[config.mk]
export PLATFORM = sky130hd
export DESIGN_NAME = asc_ctrl
export DESIGN_NICKNAME = d
export VERILOG_FILES = /design/src/design/asc_pkg.sv /design/src/design/asc_ctrl.sv
export SDC_FILE = /design/constraint.sdc
export NUM_CORES = 1
export LEC_CHECK = 0
export ABC_AREA = 1
export BUFFER_PORTS_ARGS = -buffer_cell sky130_fd_sc_hd__buf_2
export CORE_AREA = 2 2 39 41
export CTS_CLUSTER_SIZE = 12
export DETAILED_ROUTE_END_ITERATION = 12
export DIE_AREA = 0 0 41 43
export GPL_TIMING_DRIVEN = 0
export PLACE_DENSITY_LB_ADDON = 0.12
export REMOVE_ABC_BUFFERS = 1
export SLEW_MARGIN = 10
export SYNTH_ARGS = -nofsm -noshare
export SYNTH_HDL_FRONTEND = slang
export SYNTH_SLANG_ARGS = --single-unit
[constraint.sdc]
create_clock -name clk -period 1.3 [get_ports clk]
set_input_delay 0.065 -clock clk [delete_from_list [all_inputs] [get_ports clk]]
set_output_delay 0.065 -clock clk [all_outputs]
set_load 0.05 [all_outputs]
[src/design/asc_pkg.sv]
// Shared types and constants for the assignment solution checker.
// Used by the controller, the datapath and the top level; no dependencies.
package asc_pkg;

    // Sizing of the instance tables
    localparam int MAX_SERVERS = 16;
    localparam int MAX_CLIENTS = 64;
    localparam int WORD_BITS   = 16;

    localparam int SRV_W = (MAX_SERVERS > 1) ? $clog2(MAX_SERVERS) : 1;
    localparam int CLI_W = (MAX_CLIENTS > 1) ? $clog2(MAX_CLIENTS) : 1;
    // wide enough for any index field, MAX_SERVERS and MAX_CLIENTS
    localparam int LIM_W = 9;

    localparam int SRV_DEPTH  = 1 << SRV_W;
    localparam int ASG_DEPTH  = 1 << CLI_W;
    localparam int REQ_DEPTH  = (1 << SRV_W) * (1 << CLI_W);
    localparam int DIST_DEPTH = 1 << (2 * SRV_W);
    localparam int FLOW_DEPTH = 1 << (2 * CLI_W);

    localparam int ASG_BITS  = 16;
    localparam int USED_BITS = 22;
    localparam int COST_BITS = 48;
    localparam int PROD_BITS = 2 * WORD_BITS;

    // Item kinds
    localparam logic [2:0] KIND_CAPACITY    = 3'd0;
    localparam logic [2:0] KIND_REQUIREMENT = 3'd1;
    localparam logic [2:0] KIND_LINEAR      = 3'd2;
    localparam logic [2:0] KIND_DISTANCE    = 3'd3;
    localparam logic [2:0] KIND_FLOW        = 3'd4;
    localparam logic [2:0] KIND_ASSIGN      = 3'd5;
    localparam logic [2:0] KIND_CHECK       = 3'd6;

    // Result status codes
    localparam logic [1:0] STAT_OK       = 2'd0;
    localparam logic [1:0] STAT_INVALID  = 2'd1;
    localparam logic [1:0] STAT_CAPACITY = 2'd2;
    localparam logic [1:0] STAT_MISMATCH = 2'd3;

    // Configuration register indexes
    localparam logic [1:0] CFG_NUM_SERVERS = 2'd0;
    localparam logic [1:0] CFG_NUM_CLIENTS = 2'd1;
    localparam logic [1:0] CFG_TOLERANCE   = 2'd2;

    typedef enum logic [3:0] {
        ST_IDLE,
        ST_PASS_A,
        ST_DRAIN_A,
        ST_PASS_B,
        ST_PASS_C,
        ST_DRAIN_C,
        ST_TOTAL,
        ST_COMPARE,
        ST_RESULT
    } state_t;

    // Controller to datapath
    typedef struct packed {
        logic load;
        logic clear;
        logic run_a;
        logic run_b;
        logic run_c;
        logic do_total;
        logic do_diff;
        logic load_out;
    } cmd_t;

    // Datapath to controller
    typedef struct packed {
        logic n_zero;
        logic a_last;
        logic b_last;
        logic c_last;
        logic busy;
        logic bad;
        logic out_full;
    } sts_t;

endpackage

[src/design/asc_ctrl.sv]
// Sequencing state machine for the assignment solution checker.
// Depends on asc_pkg for the state, command and status types.
module asc_ctrl (
    input  logic            clk,
    input  logic            rst_n,
    input  logic            in_valid,
    input  logic [2:0]      in_kind,
    output logic            in_ready,
    output asc_pkg::cmd_t   cmd,
    input  asc_pkg::sts_t   sts
);

    asc_pkg::state_t state_reg, state_next;
    logic            accept;

    // State register
    always_ff @(posedge clk or negedge rst_n)
    begin
        if (!rst_n)
        begin
            state_reg <= asc_pkg::ST_IDLE;
        end
        else
        begin
            state_reg <= state_next;
        end
    end

    assign in_ready = (state_reg == asc_pkg::ST_IDLE);
    assign accept   = in_valid && in_ready;

    // Next state and commands
    always_comb
    begin
        state_next = state_reg;
        cmd        = '0;
        case (state_reg)
            asc_pkg::ST_IDLE:
            begin
                if (accept)
                begin
                    if (in_kind == asc_pkg::KIND_CHECK)
                    begin
                        cmd.clear  = 1'b1;
                        state_next = sts.n_zero ? asc_pkg::ST_TOTAL : asc_pkg::ST_PASS_A;
                    end
                    else
                    begin
                        cmd.load = 1'b1;
                    end
                end
            end
            asc_pkg::ST_PASS_A:
            begin
                cmd.run_a = 1'b1;
                if (sts.a_last)
                begin
                    state_next = asc_pkg::ST_DRAIN_A;
                end
            end
            asc_pkg::ST_DRAIN_A:
            begin
                if (!sts.busy)
                begin
                    state_next = sts.bad ? asc_pkg::ST_RESULT : asc_pkg::ST_PASS_B;
                end
            end
            asc_pkg::ST_PASS_B:
            begin
                cmd.run_b = 1'b1;
                if (sts.b_last)
                begin
                    state_next = asc_pkg::ST_PASS_C;
                end
            end
            asc_pkg::ST_PASS_C:
            begin
                cmd.run_c = 1'b1;
                if (sts.c_last)
                begin
                    state_next = asc_pkg::ST_DRAIN_C;
                end
            end
            asc_pkg::ST_DRAIN_C:
            begin
                if (!sts.busy)
                begin
                    state_next = asc_pkg::ST_TOTAL;
                end
            end
            asc_pkg::ST_TOTAL:
            begin
                cmd.do_total = 1'b1;
                state_next   = asc_pkg::ST_COMPARE;
            end
            asc_pkg::ST_COMPARE:
            begin
                cmd.do_diff = 1'b1;
                state_next  = asc_pkg::ST_RESULT;
            end
            asc_pkg::ST_RESULT:
            begin
                // hold until the output register is free
                if (!sts.out_full)
                begin
                    cmd.load_out = 1'b1;
                    state_next   = asc_pkg::ST_IDLE;
                end
            end
            default:
            begin
                state_next = asc_pkg::ST_IDLE;
            end
        endcase
    end

    a_idle_quiet: assert property (@(posedge clk) disable iff (!rst_n)
        (state_reg == asc_pkg::ST_IDLE) |-> !sts.busy)
        else $error("pipeline still busy while idle");

    a_out_free: assert property (@(posedge clk) disable iff (!rst_n)
        cmd.load_out |-> !sts.out_full)
        else $error("result loaded over a pending transaction");

endmodule

==> run_results.csv, run 1 <==
group,metric,value,unit
status,status,"complete, but fails checks",
status,violations,"negative setup slack",
setup_path,crit_path_max_fanout,4,
place,dp_hpwl,886,um
floorplanning,rows,14,
clock_tree,cts_buffers,3,
power,p_leak,0.413,nW
global_route,grt_overflow,0,
timing,finalHoldWorstSlack,134,ps
clock_tree,clockBufferDepth,2,
finish,area.growth.synth_to_final,68.4,%
timing,finalCritPeriodShare,106,%
timing,finalMaxSlewViolations,0,
global_route,grt_pass1_vias,500,
drt,avgRoutedWirePerCell,10.7,um
drt,wl,1320,um
finish,n_antenna_cell,0,
clock_tree,clk_latency,240,ps
drt,drt-initial-drc-count,13,
yosys,ys.flop_type,"dfrtp_1",
floorplanning,initial_core_util,32.9,%
yosys,synth-edff-count,0,
place,dpl_cell_area,581,sq um
global_route,grt_pass1_wl,2010,um
finish,drive_above_1_share,53.3,%
yosys,yosysMostFrequentCell,"nand2_1",
timing,relSlewSlack,87.2,%
yosys,synthTopCellsByArea,"dfrtp_1 (22%), nand3_1 (15%), nand2_1 (15%), inv_1 (9.1%), nor2_1 (7.4%)",
clock_tree,root_buffer,"clkbuf_4",
setup_path,path_buf_inv,1,
power,irDropWorstVdd,1220,uV
drt,dr.pass1.iters,4,
setup_path,crit_chain,"nor2_4, nand2_2, nor3b_2, buf_6",
floorplanning,die_w,41,um
yosys,synth_top_area_share,22.0,%
clock_tree,clock_sinks,4,
yosys,ys_async_sr_fraction,100,%
yosys,postSynthRegisterBits,4,
drt,viasPerCell,4.85,
drt,dr_total_vias,597,
finish,largest_reg_flops,4,
floorplanning,core,1380,sq um
timing,grt_setup_unrepaired,"yes",
timing,tns,-179,ps
global_route,track_usage,16.5,%
global_route,antenna_found_initial,0,
clock_tree,cts_tree,"done",
timing,period_needed,1380,ps
finish,num-nets-final,122,
timing,report.final.setup_viol,6,
run,maxCapViolations,0,
timing,worst_pin_slew,190,ps
timing,finalHoldViolCount,0,
global_route,grt_max_degree,7,
setup_path,crit_family,"simple AND/OR/NAND/NOR gates",
place,portBuffers,21,
setup_path,max_stage_delay,430,ps
timing,fin_skew,6.81,ps
yosys,synth_cell_types,16,
timing,max_freq,723,MHz
floorplanning,io_pins,22,
finish,final_area,767,sq um
setup_path,cp-start-kind,"flip-flop",
setup_path,cp-end-kind,"output pin",
setup_path,rrSetupSlack,-10,ps
yosys,ys_top_cells_by_count,"nand2_1 (18), nand3_1 (14), inv_1 (11)",
setup_path,cp_slowest_cell,"dfrtp_2",
drt,ant_nets,0,
yosys,syn_inst,76,
setup_path,worstPathRequired,1240,ps
clock_tree,cts.htree.levels,1,
drt,route.detailed.drc,0,
setup_path,critical_path_class,"flip-flop to output pin",
power,p_per_area,2880,nW/um^2
clock_tree,clkSlewWorstSetupHoldPaths,40,ps
place,dp_slack,-45.5,ps
setup_path,worst_ep_arrival_time,1320,ps
floorplanning,die-height,43,um
yosys,synth.avg_cell_area,5.99,sq um
yosys,synth_largest_area_cell,"dfrtp_1",
yosys,ys_warn_count,0,
min_path,hp-class,"input port to flip-flop",
yosys,ys_seq_area_share,22.0,%
timing,fin_ws,-84.0,ps
yosys,syn-cell-area,455,sq um
floorplanning,die_area,1760,sq um
place,place_congestion,0.781,
worst paths after layout:
path,depth (start not counted),from,to
worst max-delay path,4,state_reg[0],cmd[7]
worst min-delay path,3,sts[0],state_reg[3]
worst max register to register,8,state_reg[1],state_reg[2]
worst min register to register,2,state_reg[1],state_reg[1]
max in group asynchronous,2,rst_n,state_reg[1]
min in group asynchronous,2,rst_n,state_reg[3]
cells in the final DEF, fill, tap and decap left out, types with 2 or more instances in the layout:
cell type / synthesis / layout
buf_6: 0 / 8
dfrtp_2: 0 / 4
nor2_1: 9 / 7
nand2_1: 18 / 15
nor2_2: 4 / 3
nand2_2: 3 / 6
nor2_4: 3 / 6
nand3_1: 14 / 14
nand3b_1: 2 / 2
buf_4: 0 / 6
clkbuf_4: 0 / 3
inv_2: 2 / 4
inv_1: 11 / 9
buf_2: 0 / 12
stage by stage:
step	utilization [%]	power (mW)	std cells
2_1_floorplan	-	1.33	76
3_3_place_gp	42.0	1.60	113
3_5_place_dp	42.0	1.59	113
4_1_cts	51.8	2.08	122
5_1_grt	55.4	2.40	123
6_report	55.4	2.21	123
where the power goes:
part	switching, mW	leakage (nW)	internal, mW
sequential	0.110	0.0458	0.200
combinational	1.08	0.353	0.666
clock	0.0516	0.0138	0.103
total	1.24	0.413	0.969
cells by family after synthesis:
logic type	share of synthesized area, %
AO/OA/AOI/OAI	2.75
flip-flops	22.0
buffers and inverters	10.7
AND/OR/NAND/NOR	64.6
layout make-up:
| class | instances | area (sq um) |
|---|---|---|
| Clock buffer | 3 | 22.5 |
| Tap cell | 16 | 20.0 |
| Inverter | 13 | 48.8 |
| Multi-Input combinational cell | 59 | 350 |
| Fill cell | 140 | 617 |
| Sequential cell | 4 | 105 |
| Timing Repair Buffer | 28 | 220 |
tightest hold or removal path: cells and delay by family:
kind | cells | cell delay (ps)
buf+inv | 1 | 100
simple gates | 2 | 170
timing repair:
item / CTS / global route
endpoints found under the hold margin: 4 / 0
hold buffers: 1 / 0
setup endpoints to repair: 9 / 13
pin swaps: 2 / 0
buffers inserted: 5 / 2
gates resized for setup: 19 / 17
per-layer routing:
| layer | GRT usage [%] | part of all wire [%] | up-vias |
|---|---|---|---|
| met3 | 2.09 | 7.0 | 0 |
| met1 | 21.0 | 39 | 267 |
| met2 | 25.9 | 54 | 27 |
| li1 | - | - | 303 |
| met4 | 8.00 | 0 | 0 |
| met5 | 0 | 0 | - |
Note: power is estimated with default switching activity, not from simulation.
==> inputs of run 2 (changes only) <==
BUFFER_PORTS_ARGS = not set   (was -buffer_cell sky130_fd_sc_hd__buf_2)
DONT_BUFFER_PORTS = 1   (was not set)
SLEW_MARGIN = 20   (was 10)
==> run_results.csv, run 2 (synthesized netlist as in run 1, its figures left out) <==
group,metric,value,unit
global_route,grt_overflow,0,
floorplanning,core,1380,sq um
place,dp_slack,-406,ps
setup_path,cp-start-kind,"flip-flop",
global_route,grt_max_degree,7,
finish,n_antenna_cell,0,
timing,finalMaxSlewViolations,0,
drt,dr_total_vias,565,
setup_path,worstPathRequired,1240,ps
timing,finalCritPeriodShare,119,%
floorplanning,rows,14,
drt,route.detailed.drc,0,
min_path,hp-class,"input port to flip-flop",
clock_tree,clock_sinks,4,
place,portBuffers,0,
clock_tree,cts_buffers,3,
place,place_congestion,0.772,
drt,avgRoutedWirePerCell,13.1,um
global_route,track_usage,19.1,%
finish,drive_above_1_share,63.2,%
min_path,min_to,"state_reg[3]",
drt,wl,1450,um
min_path,hold_path_startpoint,"sts[0]",
global_route,grt_pass1_wl,2260,um
global_route,grt_pass1_vias,569,
timing,finalHoldViolCount,0,
run,maxCapViolations,0,
finish,final_common_cell,"nand2_1",
floorplanning,die_area,1760,sq um
min_path,hold_depth,2,
drt,drt-initial-drc-count,8,
timing,tns,-1550,ps
timing,report.final.setup_viol,11,
floorplanning,die_w,41,um
setup_path,critical_path_class,"flip-flop to output pin",
setup_path,rrSetupSlack,-160,ps
drt,dr.pass1.iters,3,
global_route,antenna_found_initial,0,
timing,fin_skew,3.38,ps
timing,grt_setup_unrepaired,"yes",
clock_tree,clkSlewWorstSetupHoldPaths,40,ps
setup_path,worst_ep_arrival_time,1480,ps
drt,viasPerCell,5.09,
status,status,"complete, but fails checks",
floorplanning,io_pins,22,
timing,worst_pin_slew,722,ps
finish,regArea,105,sq um
setup_path,reg2regPathDepth,10,
setup_path,r2r-end,"state_reg[2]",
finish,largest_reg_flops,4,
finish,num-nets-final,110,
finish,fillers,125,
finish,layout_common_cells,"nand2_1 (12), nor2_4 (9), nand3_1 (9), buf_6 (8), buf_4 (6)",
timing,fin_ws,-249,ps
place,dp_hpwl,903,um
floorplanning,initial_core_util,32.9,%
floorplanning,die-height,43,um
clock_tree,clk_latency,240,ps
setup_path,crit_path_max_fanout,4,
setup_path,r2r-start,"state_reg[0]",
drt,ant_nets,0,
clock_tree,cts_tree,"done",
setup_path,cp-end-kind,"output pin",
timing,max_freq,646,MHz
clock_tree,cts.htree.levels,1,
finish,area.growth.synth_to_final,87.9,%
finish,multi_input_area,470,sq um
clock_tree,clockBufferDepth,2,
timing,period_needed,1550,ps
timing,relSlewSlack,51.5,%
status,violations,"negative setup slack",
clock_tree,root_buffer,"clkbuf_4",
run 2: worst max path at each step:
stage / start / slack (ps) / to / depth (start not counted)
2_1_floorplan: state_reg[0] / -880 / cmd[0] / 3
3_3_place_gp: state_reg[0] / -1010 / cmd[0] / 3
3_5_place_dp: state_reg[0] / -410 / cmd[0] / 3
4_1_cts: state_reg[1] / -260 / cmd[0] / 3
5_1_grt: state_reg[1] / -310 / cmd[7] / 4
6_report: state_reg[1] / -250 / cmd[7] / 4
run 2: metrics by stage:
stage	area [sq um]	utilization [%]	std cells	hold slack [ps]
2_1_floorplan	455	-	76	-231
3_3_place_gp	475	34.4	92	-231
3_5_place_dp	492	35.5	92	-231
4_1_cts	771	55.7	107	22.2
5_1_grt	856	61.8	111	28.2
6_report	856	61.8	111	23.4
run 2: critical path, stage by stage (launching register included):
cell,delay [ps]
dfrtp_2,420
nor2_4,140
buf_6,130
nand2_8,60
nor3b_4,500
run 2: final cells by class:
cell class,count,share of cell area (%)
Multi-Input combinational cell,59,55.0
Timing Repair Buffer,16,18.7
Sequential cell,4,12.3
Inverter,13,9.06
Clock buffer,3,2.63
Tap cell,16,2.34
run 2: layer usage:
metal / track usage (%) / part of all wire (%) / up-vias
li1: - / - / 282
met1: 18.8 / 38 / 266
met2: 36.3 / 57 / 15
met3: 3.66 / 3.9 / 2
met4: 6.00 / 1.2 / 0
met5: 0 / 0 / -
run 2: what timing repair did:
action	4_1_cts	5_1_grt
hold buffers	1	0
gates cloned	0	0
buffers inserted	11	5
resized for setup	46	17
pin swaps	15	9
hold endpoints to repair	4	0
setup endpoints to repair	13	13
Power of run 2 is not shown: default switching activity piles up to over one toggle a cycle in this logic, so the estimate is an artifact.
